File: src/rtl/core/lsac_pkg.sv
// Shared types and constants of the LRU set-associative cache model.
package lsac_pkg;

    localparam int ADDR_W      = 32;
    localparam int TAG_W       = 32;
    localparam int CNT_W       = 32;
    localparam int SET_FIELD_W = 12;   // widest set index the block supports
    localparam int CFG_IDX_W   = 2;
    localparam int CFG_DATA_W  = 5;

    // Configuration register indexes
    localparam logic [CFG_IDX_W-1:0] CFG_SET_BITS = 2'd0;
    localparam logic [CFG_IDX_W-1:0] CFG_WAYS     = 2'd1;
    localparam logic [CFG_IDX_W-1:0] CFG_OFFSET   = 2'd2;

    // Reset values of the configuration registers
    localparam logic [3:0] RST_SET_BITS = 4'd4;
    localparam logic [3:0] RST_WAYS     = 4'd1;
    localparam logic [4:0] RST_OFFSET   = 5'd4;

    typedef enum logic [1:0] {
        CMD_IGNORE = 2'd0,
        CMD_LOAD   = 2'd1,
        CMD_STORE  = 2'd2,
        CMD_MODIFY = 2'd3
    } t_cmd;

    typedef struct packed {
        t_cmd              command;
        logic [ADDR_W-1:0] address;
    } t_cache_in;

    typedef struct packed {
        logic [1:0]       hits_now;
        logic             misses_now;
        logic             evictions_now;
        logic [CNT_W-1:0] hit_total;
        logic [CNT_W-1:0] miss_total;
        logic [CNT_W-1:0] eviction_total;
    } t_cache_out;

    // Classified access handed from front to back
    typedef struct packed {
        t_cmd                   command;
        logic [SET_FIELD_W-1:0] set_idx;
        logic [TAG_W-1:0]       tag;
    } t_touch_req;

    typedef enum logic {
        BK_IDLE,
        BK_UPDATE
    } t_back_state;

endpackage

File: src/rtl/core/lsac_queue.sv
// Two-entry queue between front and back.
module lsac_queue (
    input  logic                 i_clk,
    input  logic                 i_rst_n,
    input  logic                 i_push,
    input  lsac_pkg::t_touch_req i_req,
    input  logic                 i_pop,
    output lsac_pkg::t_touch_req o_req,
    output logic                 o_empty,
    output logic                 o_full
);
    import lsac_pkg::*;

    t_touch_req r_slot [2];
    logic       r_wr_ptr;
    logic       r_rd_ptr;
    logic [1:0] r_count;

    always_ff @(posedge i_clk) begin
        if (i_push) begin
            r_slot[r_wr_ptr] <= i_req;
        end
    end

    always_ff @(posedge i_clk) begin
        if (!i_rst_n) begin
            r_wr_ptr <= 1'b0;
            r_rd_ptr <= 1'b0;
            r_count  <= 2'd0;
        end else begin
            if (i_push) begin
                r_wr_ptr <= ~r_wr_ptr;
            end
            if (i_pop) begin
                r_rd_ptr <= ~r_rd_ptr;
            end
            case ({i_push, i_pop})
                2'b10:   r_count <= r_count + 2'd1;
                2'b01:   r_count <= r_count - 2'd1;
                default: r_count <= r_count;
            endcase
        end
    end

    assign o_req   = r_slot[r_rd_ptr];
    assign o_empty = (r_count == 2'd0);
    assign o_full  = (r_count == 2'd2);

endmodule

File: config.mk
export PLATFORM = sky130hd
export DESIGN_NAME = lsac_queue
export DESIGN_NICKNAME = d
export VERILOG_FILES = /design/src/rtl/core/lsac_pkg.sv /design/src/rtl/core/lsac_queue.sv
export SDC_FILE = /design/constraint.sdc
export NUM_CORES = 1
export LEC_CHECK = 0
export BUFFER_PORTS_ARGS = -buffer_cell sky130_fd_sc_hd__buf_2
export CAP_MARGIN = 20
export CORE_UTILIZATION = 35
export CTS_CLUSTER_DIAMETER = 50
export CTS_CLUSTER_SIZE = 25
export DETAILED_ROUTE_END_ITERATION = 12
export HOLD_SLACK_MARGIN = 0.03
export SYNTH_ARGS = -nofsm -noshare
export SYNTH_HDL_FRONTEND = slang
export SYNTH_SLANG_ARGS = --single-unit
File: constraint.sdc
create_clock -name i_clk -period 2.9 [get_ports i_clk]
set_input_delay 0.29 -clock i_clk [delete_from_list [all_inputs] [get_ports i_clk]]
set_output_delay 0.29 -clock i_clk [all_outputs]
set_load 0.02 [all_outputs]
==> impl_metrics.json, run 1 <==
{
  "grt_first_pass_wirelength_mm": 8.797,
  "max_freq_ghz": 0.4627,
  "avgViaCountPerCell": 4.344,
  "cts_resized": 0,
  "p_per_area_nw_per_um2": 665.4,
  "clk_latency_ns": 0.36,
  "worst_pin_slew_ns": 0.7644,
  "fillerInstances": 899,
  "final_cell_mix": "buf_2 (97), edfxtp_1 (92), mux2_2 (46), clkbuf_8 (9), dfxtp_1 (4)",
  "final_nets": 323,
  "vias": 1781,
  "diodes": 0,
  "crit_type": "register to output pin",
  "layout_commonest_cell": "buf_2",
  "hpwlAfterDp_mm": 3.843,
  "setup_slack_ns": 0.7389,
  "syn-num-nets": 216,
  "critPathMaxFanout": 25,
  "dieArea_um2": 10500,
  "hold_viol": 0,
  "detail_route.wl_per_cell_um": 14.41,
  "io_buffers": 97,
  "gp_congestion": 0.6662,
  "fin_crit_sh_pct": 74.52,
  "drcViolationCount": 0,
  "reg2reg_slack_ns": 1.22,
  "fin_tns_setup_ns": 0,
  "finalPower_mw": 2.950,
  "cp_slowest_stage_delay_ns": 0.71,
  "areaGrowthSynthToFinish_pct": 25.50,
  "ys_seq_area_share_pct": 81.05,
  "clock_path_buffers": 2,
  "power.switching_uw": 687.7,
  "seq_power_share_pct": 55.8,
  "drive_gt1_share_pct": 59.93,
  "initial_core_util_pct": 36.14,
  "ys_seq_elements": 97,
  "numCtsBuffers": 9,
  "drv_slew": 0,
  "worstHoldPathType": "input port to register",
  "postCtsHoldBufs": 0,
  "cts_sinks": 97,
  "setup_viol": 0,
  "endpoint_kind": "output pin",
  "switching_share_pct": 23.31,
  "start_kind": "register",
  "irDropWorstVdd_uv": 222.3,
  "clk_pin_slew_worst_paths_ns": 0.10,
  "h-tree-depth": 3,
  "ios": 98,
  "yosys_warnings": 0,
  "firstDrtPassIters": 3,
  "drt-total-wl_mm": 5.909,
  "grt_usage_pct": 11.90,
  "overflow": 0,
  "grt_max_degree": 37,
  "period_minus_slack_ns": 2.161,
  "rsz0062_at_grt": "false",
  "p_int_mw": 2.262,
  "postRouteAntennaNets": 0,
  "die_x_um": 102.5,
  "outcome": "completed",
  "power_frac_comb_pct": 12.3,
  "die_y_um": 102.5,
  "postCtsSetupRepairBufs": 0,
  "critPathArrivalTime_ns": 1.87,
  "clock-root-buffer": "clkbuf_8",
  "first_iter_violations": 24,
  "cts_tree": "done",
  "clkPwrFrac_pct": 31.9,
  "postSynthAreaPerCell_um2": 21.41,
  "synthCells": 165,
  "antenna_found_initial": 0,
  "core_region_area_um2": 9774,
  "finClkSkew_ns": 0.01056,
  "p_leak_nw": 1.640,
  "post-place-ws_ns": 1.061,
  "slew_headroom_pct": 49.04,
  "grt_pass1_vias": 1834,
  "syn-cell-area_um2": 3532,
  "synth_cell_type_count": 17,
  "maxCapViolations": 0,
  "cp_slowest_cell": "dfxtp_2",
  "required_ns": 2.61,
  "rows": 36,
  "path_cells": "buf_12, mux2_2, buf_2"
}
## area by class of cell
class	instances	area [µm²]	share of cell area, %
Timing Repair Buffer	101	540.5	12.19
Sequential cell	97	2864	64.61
Multi-Input combinational cell	62	639.4	14.42
Inverter	1	3.754	0.08467
Clock inverter	6	91.34	2.060
Clock buffer	10	127.6	2.879
Tap cell	133	166.4	3.754
## power by group through the flow
stage | logic [mW] | registers [mW] | clock network (mW)
floorplan | 0.243 | 1.66 | 0
global placement | 0.367 | 1.68 | 0
detailed placement | 0.369 | 1.68 | 0
CTS | 0.371 | 1.65 | 0.986
global route | 0.394 | 1.65 | 1.03
finish | 0.363 | 1.64 | 0.942
## sequential cells by signal, summed over array words and instances, names as in the netlist, named ones only
register / flops
r_rd_ptr: 1
r_count: 2
r_wr_ptr: 1
r_slot: 92
## path summary, 6_finish.rpt
kind               from             to  cells after the start
max            register      o_req[30]                      3
min           i_req[35]  r_slot[0][35]                      1
max reg2reg    r_wr_ptr   r_slot[1][9]                      2
min reg2reg  r_count[1]     r_count[1]                      2
## critical path: cells and delay by family, from the launching register on
family,cells,cell delay [ns]
DFF,1,0.71
muxes,1,0.36
buffers and inverters,2,0.43
## layer usage
layer / up-vias / part of all wire (%) / track usage, %
met1: 861 / 42 / 13.23
li1: 853 / - / -
met4: 0 / 2.3 / 7.253
met5: - / 0 / 0
met3: 10 / 6.0 / 4.378
met2: 57 / 50 / 19.44
## stage by stage
step / hold slack, ns / instance area (µm²) / utilization [%] / instances
floorplan: 0.3889 / 3532 / - / 165
global placement: 0.4784 / 4214 / 43.11 / 394
detailed placement: 0.4816 / 4214 / 43.11 / 394
CTS: 0.07985 / 4433 / 45.35 / 410
global route: 0.08132 / 4433 / 45.35 / 410
finish: 0.1083 / 4433 / 45.35 / 410
## synthesized netlist by cell type
cell type,instances,share of area (%)
nor2b_1,1,0.18
o21a_1,1,0.21
nor2_1,2,0.21
xnor2_1,2,0.50
or3_1,1,0.18
mux2_2,46,15
dfxtp_1,5,2.8
and2b_2,1,0.25
xor2_1,1,0.25
o21ai_0,1,0.14
buf_4,4,0.85
edfxtp_1,92,78
a21boi_1,1,0.21
buf_2,1,0.14
and2_1,4,0.71
ha_1,1,0.35
inv_1,1,0.11
## kinds of logic (layout without fill, tap and decap cells)
kind of cell	Yosys count	count (layout)	synth area share, %
xor+xnor	3	3	0.7440
compound gates	3	3	0.5668
simple gates	9	9	1.523
flops	97	97	81.05
mux	46	46	14.67
buf+inv	6	118	1.098
fa+ha+maj	1	1	0.3542
No activity file was read; power rests on OpenSTA's default activity.
==> run 2, diff against run 1 <==
==> constraint.sdc (replaced) <==
create_clock -name i_clk -period 2.1 [get_ports i_clk]
set_input_delay 0.21 -clock i_clk [delete_from_list [all_inputs] [get_ports i_clk]]
set_output_delay 0.21 -clock i_clk [all_outputs]
set_load 0.02 [all_outputs]
==> run 2 against run 1 <==
Compared with the run above: hold slack lost 0.048 ns; core utilization grew 4.3 points; global-route usage grew 0.23 points; worst setup slack lost 0.40 ns; cell area grew 9.5%; sequential share of layout area shrank 5.6 points; clock power grew 22%; largest power group unchanged.
==> impl_metrics.json, run 2 (synthesized netlist as in run 1, its figures left out) <==
{
  "regMostFlops": "r_slot",
  "hold_viol": 0,
  "switching_share_pct": 23.49,
  "cts_resized": 0,
  "numCtsBuffers": 9,
  "drcViolationCount": 0,
  "io_buffers": 97,
  "die_x_um": 102.5,
  "ios": 98,
  "rsz0062_at_grt": "false",
  "start_kind": "register",
  "detail_route.wl_per_cell_um": 13.28,
  "drv_slew": 0,
  "outcome": "completed",
  "required_ns": 1.89,
  "power_frac_comb_pct": 14.5,
  "gp_congestion": 0.6469,
  "setup_viol": 0,
  "postRouteAntennaNets": 0,
  "firstDrtPassIters": 4,
  "drive_gt1_share_pct": 51.54,
  "critPathArrivalTime_ns": 1.55,
  "vias": 1977,
  "cts_sinks": 97,
  "grt_pass1_vias": 1999,
  "setup_slack_ns": 0.3376,
  "worst_pin_slew_ns": 0.3748,
  "initial_core_util_pct": 36.14,
  "largest_reg_flops": 92,
  "finalPower_mw": 3.984,
  "critPathMaxFanout": 23,
  "diodes": 0,
  "cp_slowest_cell": "mux2_2",
  "detailed_place.area_um2": 4224,
  "clk_pin_slew_worst_paths_ns": 0.08,
  "fillerInstances": 887,
  "grt_usage_pct": 12.12,
  "period_minus_slack_ns": 1.762,
  "path_cells": "buf_4, mux2_2, buf_2",
  "r2r_start": "r_wr_ptr",
  "cts_tree": "done",
  "grt_first_pass_wirelength_mm": 9.204,
  "antenna_found_initial": 0,
  "postCtsSetupRepairBufs": 0,
  "cp_slowest_stage_delay_ns": 0.39,
  "fin_tns_setup_ns": 0,
  "clock-root-buffer": "clkbuf_8",
  "final_nets": 370,
  "slew_headroom_pct": 75.01,
  "h-tree-depth": 3,
  "min_from": "i_req[28]",
  "overflow": 0,
  "final_cell_mix": "buf_2 (97), edfxtp_1 (92), mux2_2 (46), dlygate4sd3_1 (44), clkbuf_8 (9)",
  "fin_crit_sh_pct": 83.92,
  "path_buf_inv": 2,
  "reg.largest.list": "r_slot x92, r_count x2",
  "max_freq_ghz": 0.5674,
  "drt-total-wl_mm": 6.069,
  "crit_type": "register to output pin",
  "clk_latency_ns": 0.35,
  "layout_commonest_cell": "buf_2",
  "p_int_mw": 3.048,
  "avgViaCountPerCell": 4.326,
  "power.switching_uw": 935.9,
  "hpwlAfterDp_mm": 3.740,
  "clkPwrFrac_pct": 28.9,
  "grt_max_degree": 27,
  "post-place-ws_ns": 0.6955,
  "fin_cells": 457,
  "worstHoldPathType": "input port to register",
  "clock_path_buffers": 2,
  "maxCapViolations": 0,
  "areaGrowthSynthToFinish_pct": 37.37,
  "fin_area_um2": 4852,
  "core_region_area_um2": 9774,
  "first_iter_violations": 26,
  "rows": 36,
  "finClkSkew_ns": 0.006949,
  "irDropWorstVdd_uv": 389.6,
  "p_per_area_nw_per_um2": 821.1,
  "dpl.cell_count": 397,
  "path_delay_family": "buffers and inverters",
  "p_leak_nw": 1.819,
  "dieArea_um2": 10500,
  "endpoint_kind": "output pin",
  "die_y_um": 102.5,
  "seq_power_share_pct": 56.6
}
==> run 2: changes by cell type in the layout (fill, tap and decap cells not counted), sizes merged <==
cell | previous run | this run
bufinv | 2 | 1
buf | 101 | 104
clkinv | 0 | 1
inv | 2 | 1
dlygate4sd3 | 0 | 44
clkbuf | 10 | 11
==> run 2: worst paths after layout <==
check	endpoint	slack, ns	cells after the start
worst max-delay path	o_req[40]	0.34	3
worst min-delay path	r_slot[1][28]	0.06	1
worst max register to register	r_slot[1][4]	0.74	2
worst min register to register	r_count[1]	0.52	2
==> run 2: power groups by stage <==
stage | Clock, mW | Combinational (mW) | Sequential (mW)
4_1_cts | 1.21 | 0.590 | 2.25
3_5_place_dp | 0 | 0.526 | 2.30
3_3_place_gp | 0 | 0.521 | 2.30
6_report | 1.15 | 0.579 | 2.25
2_1_floorplan | 0 | 0.337 | 2.29
5_1_grt | 1.27 | 0.629 | 2.26
==> run 2: area by class of cell <==
class	instances	area [µm²]	share of cell area, %
repair buffers	148	991.0	20.42
clock inverters	5	56.30	1.160
well taps	133	166.4	3.430
multi-input cells	62	639.4	13.18
inverters	1	3.754	0.07736
flip-flops and latches	97	2864	59.03
clock buffers	11	131.4	2.708
==> run 2: timing repair <==
item	4_1_cts	5_1_grt
endpoints found under the setup margin	0	0
hold endpoints to repair	85	1
hold buffers	43	1
==> run 2: per-stage QoR <==
step	hold slack [ns]	utilization (%)
after floorplan	0.3089	-
after global placement	0.3976	43.22
after CTS	0.03174	49.54
after global routing	0.03853	49.64
after detailed placement	0.4010	43.22
final	0.05989	49.64
==> run 2: routing by layer <==
layer / part of all wire [%] / global-route usage (%) / wire, µm / vias up
met5: 0 / 0 / 0 / -
met4: 1.5 / 6.923 / 92 / 0
met3: 5.1 / 3.420 / 310 / 9
met2: 50 / 19.79 / 3054 / 61
met1: 43 / 14.36 / 2612 / 955
li1: - / - / - / 952
==> run 3, diff against run 2 <==
==> constraint.sdc (replaced) <==
create_clock -name i_clk -period 1.4 [get_ports i_clk]
set_input_delay 0.14 -clock i_clk [delete_from_list [all_inputs] [get_ports i_clk]]
set_output_delay 0.14 -clock i_clk [all_outputs]
set_load 0.02 [all_outputs]
==> run 3 against run 2 <==
Compared with the run above: the flow now finishes with violations (negative setup slack); core utilization up 1.8 points; first-iteration DRC count up 62%; critical path depth unchanged; die area unchanged; clock skew up 0.0020 ns; hold slack better by 0.069 ns; non-clock buffer count up 2; register-to-register slack worse by 0.41 ns; sequential share of layout area down 1.9 points; largest cell class unchanged.
==> impl_metrics.json, run 3 (synthesized netlist as in run 1, its figures left out) <==
{
  "hold_viol": 0,
  "postRouteAntennaNets": 0,
  "h-tree-depth": 3,
  "first_iter_violations": 42,
  "antenna_found_initial": 0,
  "fin_crit_sh_pct": 112.4,
  "fillerInstances": 819,
  "grt_first_pass_wirelength_mm": 9.266,
  "cp_slowest_cell": "dfxtp_4",
  "rsz0062_at_grt": "true",
  "clock-root-buffer": "clkbuf_8",
  "gp_congestion": 0.6114,
  "hpwlAfterDp_mm": 3.778,
  "outcome": "finished with violations",
  "reg2reg_slack_ns": 0.33,
  "numCtsBuffers": 9,
  "ios": 98,
  "fin_area_um2": 5024,
  "start_kind": "register",
  "worstHoldPathType": "input port to register",
  "die_y_um": 102.5,
  "reg.largest.list": "r_slot x92, r_count x2",
  "grt_pass1_vias": 2057,
  "critPathArrivalTime_ns": 1.43,
  "setup_slack_ns": -0.1733,
  "drive_gt1_share_pct": 51.08,
  "regMostFlops": "r_slot",
  "core_region_area_um2": 9774,
  "io_buffers": 97,
  "detail_route.wl_per_cell_um": 13.87,
  "initial_core_util_pct": 36.14,
  "final_nets": 372,
  "endpoint_kind": "output pin",
  "crit_type": "register to output pin",
  "clk_pin_slew_worst_paths_ns": 0.09,
  "multiInputGateArea_um2": 661.9,
  "areaGrowthSynthToFinish_pct": 42.22,
  "slew_headroom_pct": 88.72,
  "critPathMaxFanout": 24,
  "ff_latch_area_um2": 2868,
  "clock_path_buffers": 2,
  "firstDrtPassIters": 4,
  "rows": 36,
  "drt-total-wl_mm": 6.352,
  "avgViaCountPerCell": 4.336,
  "p_per_area_nw_per_um2": 1233,
  "grt_usage_pct": 12.45,
  "finClkSkew_ns": 0.008936,
  "dpl.cell_count": 396,
  "clk_latency_ns": 0.35,
  "p_leak_nw": 1.901,
  "setup_viol": 46,
  "detailed_place.area_um2": 4280,
  "drv_slew": 0,
  "diodes": 0,
  "cp_slowest_stage_delay_ns": 0.38,
  "maxCapViolations": 0,
  "layout_commonest_cell": "edfxtp_1",
  "irDropWorstVdd_uv": 646.0,
  "cts_tree": "done",
  "grt_max_degree": 28,
  "max_freq_ghz": 0.6356,
  "die_x_um": 102.5,
  "cts_sinks": 97,
  "vias": 1986,
  "period_minus_slack_ns": 1.573,
  "largest_reg_flops": 92,
  "drcViolationCount": 0,
  "required_ns": 1.26,
  "dieArea_um2": 10500,
  "fin_cells": 458,
  "worst_pin_slew_ns": 0.1693,
  "violations": "negative setup slack",
  "final_cell_mix": "edfxtp_1 (92), buf_2 (87), dlygate4sd3_1 (47), mux2_2 (40), clkbuf_8 (9)",
  "path_cells": "buf_12, mux2_2, buf_2",
  "overflow": 0
}
run 3: worst paths after layout:
| path | startpoint | endpoint | depth (start not counted) |
|---|---|---|---|
| max | register | o_req[34] | 3 |
| min | i_push | r_wr_ptr | 3 |
| max reg2reg | r_wr_ptr | r_slot[1][29] | 2 |
| min reg2reg | r_count[1] | r_count[1] | 2 |
run 3: critical path: cells and delay by family (launching register included):
family	cells	cell delay, ns
mux	1	0.36
flops	1	0.38
buf+inv	2	0.35
run 3: per-stage QoR:
stage | setup TNS (ns) | hold WS, ns | power [mW] | util, % | worst slack [ns]
global route | -10.72 | 0.1292 | 6.450 | 51.40 | -0.2516
global placement | 0 | 0.3272 | 4.260 | 43.79 | 0.1841
detailed placement | 0 | 0.3313 | 4.274 | 43.79 | 0.1748
floorplan | -0.6439 | 0.2389 | 3.945 | - | -0.01400
CTS | -9.182 | 0.1047 | 6.239 | 50.76 | -0.2156
finish | -7.117 | 0.1291 | 6.193 | 51.40 | -0.1733
run 3: power breakdown:
| group | internal [mW] | total [mW] | switching [mW] |
|---|---|---|---|
| clock | 0.990 | 1.85 | 0.862 |
| combinational | 0.481 | 0.956 | 0.475 |
| sequential | 3.34 | 3.39 | 0.0436 |
run 3: layer usage:
layer  vias up  GRT usage (%)  share of wire (%)
met1       971          13.29                 42
met3         9          3.420                4.6
met5         -              0                  0
met2        57          21.59                 52
li1        949              -                  -
met4         0          8.132                1.9
run 3: area by class of cell:
type	instances	area share, %
Sequential cell	97	57.09
Timing Repair Buffer	150	22.37
Multi-Input combinational cell	62	13.18
Tap cell	133	3.313
Clock buffer	11	2.615
Clock inverter	4	1.370
Inverter	1	0.07472
run 3: what timing repair did:
action                                 CTS  global route
gates resized for setup                  3            20
setup buffers                            0             0
hold buffers                            47             0
pin swaps                                0             0
endpoints found under the hold margin   93             0
setup endpoints to repair               46            46
