<file path="config.mk">
export PLATFORM = sky130hd
export DESIGN_NAME = lsac_front
export DESIGN_NICKNAME = d
export VERILOG_FILES = /design/src/rtl/core/lsac_pkg.sv /design/src/rtl/core/lsac_front.sv
export SDC_FILE = /design/constraint.sdc
export NUM_CORES = 1
export LEC_CHECK = 0
export ABC_AREA = 1
export BUFFER_PORTS_ARGS = -buffer_cell sky130_fd_sc_hd__buf_2
export CORE_UTILIZATION = 30
export CTS_CLUSTER_SIZE = 8
export DETAILED_ROUTE_END_ITERATION = 12
export SKIP_CTS_REPAIR_TIMING = 1
export SYNTH_ARGS = -nofsm -noshare
export SYNTH_HDL_FRONTEND = slang
export SYNTH_SLANG_ARGS = --single-unit
export TNS_END_PERCENT = 10
</file>
<file path="constraint.sdc">
create_clock -name i_clk -period 3.8 [get_ports i_clk]
set_clock_uncertainty 0.05 [all_clocks]
set_input_delay 0.19 -clock i_clk [delete_from_list [all_inputs] [get_ports i_clk]]
set_output_delay 0.19 -clock i_clk [all_outputs]
set_load 0.05 [all_outputs]
</file>
<file path="src/rtl/core/lsac_pkg.sv">
// Shared types and constants of the LRU set-associative cache model.
package lsac_pkg;

    localparam int ADDR_W      = 32;
    localparam int TAG_W       = 32;
    localparam int CNT_W       = 32;
    localparam int SET_FIELD_W = 12;   // widest set index the block supports
    localparam int CFG_IDX_W   = 2;
    localparam int CFG_DATA_W  = 5;

    // Configuration register indexes
    localparam logic [CFG_IDX_W-1:0] CFG_SET_BITS = 2'd0;
    localparam logic [CFG_IDX_W-1:0] CFG_WAYS     = 2'd1;
    localparam logic [CFG_IDX_W-1:0] CFG_OFFSET   = 2'd2;

    // Reset values of the configuration registers
    localparam logic [3:0] RST_SET_BITS = 4'd4;
    localparam logic [3:0] RST_WAYS     = 4'd1;
    localparam logic [4:0] RST_OFFSET   = 5'd4;

    typedef enum logic [1:0] {
        CMD_IGNORE = 2'd0,
        CMD_LOAD   = 2'd1,
        CMD_STORE  = 2'd2,
        CMD_MODIFY = 2'd3
    } t_cmd;

    typedef struct packed {
        t_cmd              command;
        logic [ADDR_W-1:0] address;
    } t_cache_in;

    typedef struct packed {
        logic [1:0]       hits_now;
        logic             misses_now;
        logic             evictions_now;
        logic [CNT_W-1:0] hit_total;
        logic [CNT_W-1:0] miss_total;
        logic [CNT_W-1:0] eviction_total;
    } t_cache_out;

    // Classified access handed from front to back
    typedef struct packed {
        t_cmd                   command;
        logic [SET_FIELD_W-1:0] set_idx;
        logic [TAG_W-1:0]       tag;
    } t_touch_req;

    typedef enum logic {
        BK_IDLE,
        BK_UPDATE
    } t_back_state;

endpackage

</file>
<file path="src/rtl/core/lsac_front.sv">
// Front end: configuration registers, item acceptance and address split.
module lsac_front #(
    parameter int MAX_SET_BITS = 8,
    parameter int MAX_WAYS     = 8
) (
    input  logic                                i_clk,
    input  logic                                i_rst_n,
    input  logic                                i_cfg_valid,
    input  logic [lsac_pkg::CFG_IDX_W-1:0]      i_cfg_index,
    input  logic [lsac_pkg::CFG_DATA_W-1:0]     i_cfg_data,
    input  logic                                i_start,
    input  logic                                i_full,
    input  lsac_pkg::t_cache_in                 i_item,
    output logic                                o_push,
    output lsac_pkg::t_touch_req                o_req,
    output logic [MAX_WAYS-1:0]                 o_way_mask
);
    import lsac_pkg::*;

    logic [3:0] r_set_bits;
    logic [3:0] r_ways;
    logic [4:0] r_offset;

    logic [3:0]        sb;
    logic [5:0]        tshift;
    logic [ADDR_W-1:0] shifted;
    logic [4:0]        ways_used;

    always_ff @(posedge i_clk) begin
        if (!i_rst_n) begin
            r_set_bits <= RST_SET_BITS;
            r_ways     <= RST_WAYS;
            r_offset   <= RST_OFFSET;
        end else if (i_cfg_valid) begin
            case (i_cfg_index)
                CFG_SET_BITS: r_set_bits <= i_cfg_data[3:0];
                CFG_WAYS:     r_ways     <= i_cfg_data[3:0];
                CFG_OFFSET:   r_offset   <= i_cfg_data;
                default:      ;
            endcase
        end
    end

    // set index bits saturate at the maximum the store holds
    assign sb      = (r_set_bits > 4'(MAX_SET_BITS)) ? 4'(MAX_SET_BITS) : r_set_bits;
    assign tshift  = {1'b0, r_offset} + {2'b00, sb};
    assign shifted = i_item.address >> r_offset;

    assign ways_used = (r_ways == 4'd0) ? 5'd1 :
                       (({1'b0, r_ways} > 5'(MAX_WAYS)) ? 5'(MAX_WAYS) : {1'b0, r_ways});

    always_comb begin
        o_req         = '0;
        o_req.command = i_item.command;
        for (int j = 0; j < MAX_SET_BITS; j++) begin
            o_req.set_idx[j] = shifted[j] & (4'(j) < sb);
        end
        o_req.tag = tshift[5] ? '0 : (i_item.address >> tshift[4:0]);
    end

    always_comb begin
        for (int i = 0; i < MAX_WAYS; i++) begin
            o_way_mask[i] = (5'(i) < ways_used);
        end
    end

    assign o_push = i_start & ~i_full;

endmodule

</file>
==> results of run 1 <==
==> per-layer routing <==
metal | routed length (um) | track usage | up-vias
met5 | 0 | 0 | -
met4 | 140 | 0.0364 | 0
met3 | 787 | 0.0126 | 15
met2 | 6320 | 0.334 | 185
met1 | 6570 | 0.300 | 2374
li1 | - | - | 2701
==> layout by cell type (no fill, tap or decap) <==
cell,count
a31oi_1,1
a21o_1,1
o21ai_1,1
nand3_1,181
dfxtp_2,1
xnor2_2,1
nor2_4,3
nor3_1,6
mux2i_1,7
dfxtp_1,12
clkinv_2,2
nand3_4,1
or2_2,2
fa_1,1
nor2_1,44
o211ai_1,15
inv_1,61
ha_1,3
nand2_2,5
clkbuf_16,3
o22ai_1,2
buf_4,7
xor2_4,1
conb_1,5
inv_2,6
o21ai_2,2
nand2_1,277
buf_2,91
a21oi_1,28
nand4_1,2
o21ai_0,71
==> registers in the layout, summed over array words and instances, names as in the netlist <==
signal / cells
r_offset: 5
r_set_bits: 4
r_ways: 4
==> logic make-up after synthesis <==
family	synth area share
muxes	0.0181
buffers and inverters	0.136
xor gates and xnor gates	0.00940
AOI/OAI and AO/OA	0.170
adders and majority gates	0.0149
and+or+nand+nor	0.582
DFF	0.0674
other	0.00194
==> worst paths after layout <==
check | from | end | slack (ns) | cells after the start
min | i_cfg_data[2] | r_set_bits[2] | 0.16 | 3
min reg2reg | r_ways[0] | r_ways[0] | 0.44 | 2
max | r_set_bits[3] | o_req[7] | 0.35 | 12
max reg2reg | r_offset[2] | r_offset[2] | 2.48 | 3
==> cells in the mapped netlist <==
master    count
xnor2_1       1
o21ai_2       2
dfxtp_1      13
o21ai_0      71
mux2i_1       7
clkbuf_1     16
nand2_1     277
a21o_1        1
nor2_1       44
or2_2         2
inv_2         6
nor3_1        6
nor2_4        3
nand3_4       1
a31oi_1       1
o211ai_1     15
buf_6         3
conb_1        2
ha_1          3
fa_1          1
a21oi_1      28
o22ai_1       2
buf_1         9
inv_1        61
buf_2        13
clkinv_2      1
o21ai_1       1
buf_4        10
nand3_1     181
nand4_1       2
xor2_4        1
nand2_2       5
==> metrics by stage <==
| step | setup WS, ns | cell area (um2) | util |
|---|---|---|---|
| global placement | 0.686 | 4340 | 0.345 |
| floorplan | 0.455 | 3870 | - |
| finish | 0.347 | 4420 | 0.351 |
| CTS | 0.396 | 4420 | 0.351 |
| detailed placement | 0.666 | 4340 | 0.345 |
| global route | 0.0497 | 4420 | 0.351 |
==> area by class of cell <==
class	count	area, um2	share of cell area
multi-input cells	660	3100	0.701
clock buffers	3	75.1	0.0170
clock inverters	1	5.00	0.00113
flip-flops and latches	13	262	0.0592
well taps	172	215	0.0487
inverters	68	256	0.0581
repair buffers	98	508	0.115
==> power groups by stage <==
stage	logic, uW	clock network, uW	registers [uW]
detailed placement	1430	0	158
finish	1450	198	156
CTS	1440	199	156
global placement	1440	0	158
global route	1580	209	157
floorplan	1140	0	153
==> critical path: stages, from the launching register on <==
cell and delay, ns:
dfxtp_1 0.50, nor2_1 0.13, ha_1 0.38, a21oi_1 0.26, o21ai_0 0.13, nand2_1 0.08, nand2_2 0.31, inv_2 0.46
nand3_1 0.20, nand3_1 0.14, nand2_1 0.08, inv_1 0.05, buf_2 0.25
==> flow_metrics.tcl, run 1 <==
set metrics [dict create \
    p_comb_frac 0.803 \
    tightest_slew_ns 0.595 \
    grt_max_degree 62 \
    via_count 5275 \
    syn_area_mm2 0.00386 \
    fin_crit_sh 0.909 \
    irDropWorstVdd_mv 0.226 \
    ctsLongestPathBuffers 2 \
    synthTopCellsByArea "nand2_1 (27%), nand3_1 (23%), o21ai_0 (9.2%), dfxtp_1 (6.7%), inv_1 (5.9%)" \
    post_drt_wl_per_cell_um 13.6 \
    grt_pass1_vias 4597 \
    period_needed_ns 3.45 \
    place.gp.congestion 0.909 \
    dr.first_iter.drc_count 468 \
    clk_pin_slew_ns 0.05 \
    p_leak_uw 0.00240 \
    yosys.area.top_type "nand2_1" \
    crit_type "flip-flop to output port" \
    core_area_mm2 0.0126 \
    syn_to_final_growth_pct 14.4 \
    num_antenna_cells 0 \
    synth_top_cell_area_share 0.269 \
    first_pass_iters 7 \
    clkPwrFrac 0.110 \
    synthDistinctLibCells 32 \
    synth_seq_cells 13 \
    hold_viol 0 \
    power_switching_uw 1160 \
    whs_ns 0.158 \
    layout-drive-gt1-share 0.148 \
    grtUsageTotal 0.205 \
    io_pins 101 \
    slew_viol_final 0 \
    cp-start-kind "flip-flop" \
    vias_per_cell 5.20 \
    htree_levels 1 \
    grt_pass1_wl_mm 22.2 \
    root_buffer "clkbuf_16" \
    status "completed" \
    dp.cells 1011 \
    ant_nets 0 \
    avgSynthCellArea_um2 4.89 \
    relSlewSlack 0.603 \
    sw_frac_of_total 0.645 \
    antenna_found_initial 0 \
    layout.nets 894 \
    drc 0 \
    crit_required_ns 3.56 \
    p_int_uw 639 \
    cts_sinks 13 \
    cp.arrival_ns 3.21 \
    critPathMaxFanout 27 \
    grt_setup_unrepaired "false" \
    dp_hpwl_mm 11.0 \
    die_area_mm2 0.0133 \
    min_path_type "input pin to flip-flop" \
    wl_mm 13.8 \
    power_uw 1800 \
    start_util 0.307 \
    final_cells 1015 \
    io_buffers 91 \
    synthCells 789 \
    cts_tree "built" \
    die_x_um 115 \
    ys_warn_count 0 \
    seq_area_frac_synth 0.0674 \
    die_h_um 115 \
    fin_setup_tns_ns 0 \
    num_rows 41 \
    power_density_mw_per_mm2 407 \
    p_seq_frac 0.087 \
    fmax_ghz 0.290 \
    worstSkewPairLatency_ns 0.24 \
    gr-total-overflow 0 \
    cap_violations 0 \
    crit_path_end_kind "output port" \
    fillers 1460 \
    cts-buffers-inserted 3 \
    finalSetupViolCount 0 \
]
Note: power is estimated with default switching activity, not from simulation.
==> run 2: changes to the inputs <==
Settings changed: ABC_AREA 1 to not set.
==> run 2 against run 1 <==
  * Global-route usage decreased by 1.1 points
  * Area after synthesis increased by 4.3%
  * Design area increased by 8.6%
  * Sequential power decreased by 5%
  * Sequential share of layout area decreased by 0.47 points
  * Utilization increased by 2.1 points
  * Die area increased by 4.2%
  * Synthesized cell count decreased by 40%
  * Highest routed layer unchanged
  * Wire length increased by 0.77%
  * Flip-flop and latch count unchanged
  * Critical path depth decreased by 1
==> flow_metrics.tcl, run 2 <==
set metrics [dict create \
    status "completed" \
    fmax_ghz 0.279 \
    worst_path_most_repeated_cell "inv_1" \
    synth_xor_area_frac 0.0224 \
    clk_pin_slew_ns 0.04 \
    cts_tree "built" \
    finalSetupViolCount 0 \
    vias_per_cell 5.97 \
    period_needed_ns 3.59 \
    max_stage_delay_ns 0.54 \
    die_x_um 118 \
    r2r_cells 4 \
    path_cells "nor2b_1 -> inv_1 -> fa_1 -> inv_1 -> buf_4 -> nor2_1 -> nand3_1 -> and3_1 -> a31oi_1 -> and4_1 -> buf_2" \
    layout.nets 597 \
    synth_top_family_by_area "multiplexers" \
    layout-drive-gt1-share 0.372 \
    timing.rr.start "r_set_bits[3]" \
    pre_cts_ws_ns 0.416 \
    ant_nets 0 \
    cap_violations 0 \
    syn_to_final_growth_pct 19.1 \
    critPathMaxFanout 22 \
    cp.arrival_ns 3.35 \
    path_depth 11 \
    grt_pass1_vias 4038 \
    seq_area_frac_synth 0.0646 \
    worstReg2RegEnd "r_set_bits[3]" \
    via_count 4286 \
    min_path_type "input pin to flip-flop" \
    synthAdderAreaFrac 0.0143 \
    dr.first_iter.drc_count 378 \
    hold_viol 0 \
    synthDistinctLibCells 65 \
    first_pass_iters 5 \
    antenna_found_initial 0 \
    wl_mm 13.9 \
    crit_family "simple AND/OR/NAND/NOR gates" \
    cts_sinks 13 \
    final_common_cell "buf_2" \
    synthCells 474 \
    ys_warn_count 0 \
    power_uw 1570 \
    synth-simple-area-share 0.181 \
    p_leak_uw 0.00204 \
    yosys.area.top_type "mux4_2" \
    final_cell_mix "buf_2 (90), mux2i_1 (71), nand2_1 (43)" \
    synth_compound_area_frac 0.180 \
    dp_hpwl_mm 10.8 \
    grt_setup_unrepaired "false" \
    avgSynthCellArea_um2 8.49 \
    top_regs "r_offset (5), r_set_bits (4), r_ways (4)" \
    ctsLongestPathBuffers 2 \
    power_density_mw_per_mm2 328 \
    design_area_mm2 0.00479 \
    irDropWorstVdd_mv 0.191 \
    synth_top_cell_area_share 0.207 \
    worst_slack_ns 0.210 \
    core_area_mm2 0.0129 \
    min_from "i_rst_n" \
    crit_type "flip-flop to output port" \
    dp.cells 714 \
    grtUsageTotal 0.194 \
    cp-start-kind "flip-flop" \
    start_util 0.313 \
    netlist_top_cells_count "mux2i_1 (71), nor2_1 (44), nand2_1 (43)" \
    crit_start "r_set_bits[1]" \
    synthMuxAreaShare 0.462 \
    relSlewSlack 0.465 \
    multi_input_area_mm2 0.00357 \
    grt_pass1_wl_mm 22.0 \
    fillers 1345 \
    num_antenna_cells 0 \
    die_area_mm2 0.0139 \
    synth_most_common_cell "mux2i_1" \
    timing.critical_path.buf_inv 4 \
    htree_levels 1 \
    cp_slowest_cell "fa_1" \
    fin_crit_sh 0.945 \
    placed_cell_area_mm2 0.00470 \
    slew_viol_final 0 \
    cts-buffers-inserted 3 \
    gr-total-overflow 0 \
    io_buffers 91 \
    worstSkewPairLatency_ns 0.24 \
    synth_seq_cells 13 \
    num_rows 41 \
    async_reset_ff_frac 0 \
    root_buffer "clkbuf_16" \
    r2r_setup_slack_ns 2.65 \
    crit_required_ns 3.56 \
    endpoint "o_req[7]" \
    finish.utilization 0.372 \
    grt_max_degree 38 \
    crit_path_end_kind "output port" \
    io_pins 101 \
    final_cells 718 \
    drc 0 \
    synth_edf_count 0 \
    synthTopCellsByArea "mux4_2 (21%), mux2i_1 (18%), dfxtp_1 (6.5%), mux2_2 (5.9%), nor2_1 (4.1%)" \
    ys.flop_type "dfxtp_1" \
    top_register "r_offset" \
    tightest_slew_ns 0.801 \
    post_drt_wl_per_cell_um 19.4 \
    die_h_um 118 \
    syn_area_mm2 0.00403 \
    largest_register_ff_count 5 \
    seqCellArea_um2 262 \
    place.gp.congestion 0.939 \
]
==> run 2: cell families after synthesis <==
group,after synthesis
flops,13
other cells,2
fa+ha+maj,4
simple gates,153
compound gates,106
xor+xnor,6
mux,133
buf+inv,57
==> run 2: layer usage <==
metal	part of all wire	wire length, um	global-route usage	vias to the layer above
li1	-	-	-	1949
met4	0.024	332	0.0521	0
met2	0.45	6320	0.311	227
met5	0	0	0	-
met1	0.45	6200	0.271	2084
met3	0.077	1070	0.0276	26
==> run 2: worst min-delay path by stage <==
stage	endpoint	slack, ns	cells after the start
detailed placement	o_req[44]	0.33	0
global placement	o_req[44]	0.33	0
CTS	r_offset[2]	0.16	3
finish	r_ways[0]	0.16	2
floorplan	r_offset[2]	0.27	2
global route	r_ways[0]	0.17	2
==> run 2: layout make-up <==
type,instances,share of cell area
Multi-Input combinational cell,407,0.744
Inverter,9,0.00731
Clock buffer,4,0.0164
Sequential cell,13,0.0545
Tap cell,172,0.0449
Timing Repair Buffer,113,0.133
==> run 2: where the power goes <==
group	leakage (uW)	total [uW]	internal, uW	switching, uW
registers	0.000106	148	142	6.57
clock network	0.0000382	193	141	51.7
logic	0.00189	1230	401	831
total	0.00204	1570	683	889
==> run 2: metrics by stage <==
step           setup TNS [ns]  hold WS [ns]
6_report                    0         0.161
5_1_grt                     0         0.175
3_5_place_dp                0         0.330
2_1_floorplan           -1.25         0.265
3_3_place_gp                0         0.330
4_1_cts                     0         0.157
==> run 3: changes to the inputs <==
Settings changed: PLACE_DENSITY_LB_ADDON set to 0.1.
==> run 3 against run 2 <==
  * Sequential power barely moved
  * First-iteration DRC count fell by 22%
  * Highest routed layer unchanged
  * Design area barely moved
==> flow_metrics.tcl, run 3 (synthesis results as in run 2) <==
set metrics [dict create \
    status "completed" \
    dr.first_iter.drc_count 293 \
    critPathMaxFanout 29 \
    worstSkewPairLatency_ns 0.24 \
    num_antenna_cells 0 \
    wl_mm 15.0 \
    power_switching_uw 897 \
    syn_to_final_growth_pct 19.1 \
    root_buffer "clkbuf_16" \
    io_buffers 91 \
    cp.arrival_ns 3.42 \
    relSlewSlack 0.492 \
    cp-start-kind "flip-flop" \
    fin_crit_sh 0.962 \
    die_h_um 118 \
    min_path_type "input pin to flip-flop" \
    p_int_uw 679 \
    ant_nets 0 \
    grt_max_degree 38 \
    met1_length_mm 6.86 \
    wl_met3_um 820 \
    layout.nets 597 \
    period_needed_ns 3.66 \
    io_pins 101 \
    final_common_cell "buf_2" \
    htree_levels 1 \
    tightest_slew_ns 0.760 \
    pre_cts_ws_ns 0.378 \
    highest_layer "met4" \
    largest_register_ff_count 5 \
    grtUsageTotal 0.213 \
    finish.utilization 0.372 \
    finalSetupViolCount 0 \
    grt_pass1_wl_mm 23.7 \
    p_leak_uw 0.00204 \
    worst_slack_ns 0.144 \
    start_util 0.313 \
    via_count 4186 \
    max_stage_delay_ns 0.62 \
    post_drt_wl_per_cell_um 20.9 \
    die_x_um 118 \
    num_rows 41 \
    cts_sinks 13 \
    layout-drive-gt1-share 0.375 \
    vias_per_cell 5.83 \
    cts-buffers-inserted 3 \
    die_area_mm2 0.0139 \
    cap_violations 0 \
    clk_pin_slew_ns 0.05 \
    gr-total-overflow 0 \
    sw_frac_of_total 0.569 \
    grt_setup_unrepaired "true" \
    slew_viol_final 0 \
    power_density_mw_per_mm2 329 \
    fmax_ghz 0.274 \
    top_register "r_offset" \
    top_regs "r_offset (5), r_set_bits (4), r_ways (4)" \
    cp_slowest_cell "a222oi_1" \
    path_cells "nor2b_2 -> inv_1 -> fa_1 -> xnor2_2 -> buf_12 -> mux4_2 -> a222oi_1 -> mux2_2 -> o22ai_2 -> buf_2" \
    antenna_found_initial 0 \
    crit_required_ns 3.56 \
    p_comb_frac 0.781 \
    crit_type "flip-flop to output port" \
    power_uw 1580 \
    cts_tree "built" \
    place.gp.congestion 0.918 \
    clkPwrFrac 0.125 \
    irDropWorstVdd_mv 0.264 \
    wl_met2_mm 7.06 \
    hold_viol 0 \
    core_area_mm2 0.0129 \
    ctsLongestPathBuffers 2 \
    crit_path_end_kind "output port" \
    final_cell_mix "buf_2 (91), mux2i_1 (71), nand2_1 (43)" \
    grt_pass1_vias 4127 \
    first_pass_iters 5 \
    dp_hpwl_mm 12.0 \
    drc 0 \
    p_seq_frac 0.094 \
]
## run 3: changes by cell type in the layout (fill, tap and decap cells not counted)
cell and change:
nor2_1 -2, nor2_2 +2, a21oi_1 +1, nor2b_1 -1, a21oi_2 -1, clkbuf_4 -1
nor2b_2 +1, buf_2 +1
## run 3: worst max-delay path, delay by kind of cell (launching register included)
family                     cells  cell delay (ns)
and+or+nand+nor                1             0.21
adders and majority gates      1             0.47
muxes                          2             0.66
buffers and inverters          3             0.50
DFF                            1             0.43
AOI/OAI and AO/OA              2             0.69
xor gates and xnor gates       1             0.21
## run 3: path summary, 6_finish.rpt
path / startpoint / endpoint / slack (ns) / depth (start not counted)
max: r_set_bits[1] / o_req[3] / 0.14 / 10
min: i_cfg_data[2] / r_offset[2] / 0.16 / 3
max reg2reg: r_offset[1] / r_offset[1] / 2.63 / 3
min reg2reg: r_ways[0] / r_ways[0] / 0.50 / 2
## run 3: layer usage
metal,up-vias,track usage
met5,-,0
met4,0,0.0521
met3,16,0.0213
met2,175,0.355
met1,2048,0.295
li1,1947,-
## run 3: metrics by stage
step / hold WS (ns) / TNS [ns] / instance area [um2] / cells
final: 0.161 / 0 / 4800 / 718
after detailed placement: 0.330 / 0 / 4700 / 714
after global placement: 0.330 / 0 / 4700 / 714
after global routing: 0.186 / -0.0186 / 4800 / 718
after floorplan: 0.265 / -1.25 / 4110 / 477
after CTS: 0.158 / 0 / 4780 / 718
## run 3: power by group through the flow
stage	combinational, uW	clock, uW	sequential (uW)
after CTS	1230	204	148
final	1230	198	148
after floorplan	936	0	148
after global routing	1300	209	149
after detailed placement	1220	0	150
after global placement	1220	0	150
## run 3: cell type report
type                            count  area (um2)
Fill cell                        1341        8080
Multi-Input combinational cell    407        3570
Timing Repair Buffer              113         633
Sequential cell                    13         262
Tap cell                          172         215
Clock buffer                        4        78.8
Inverter                            9        35.0
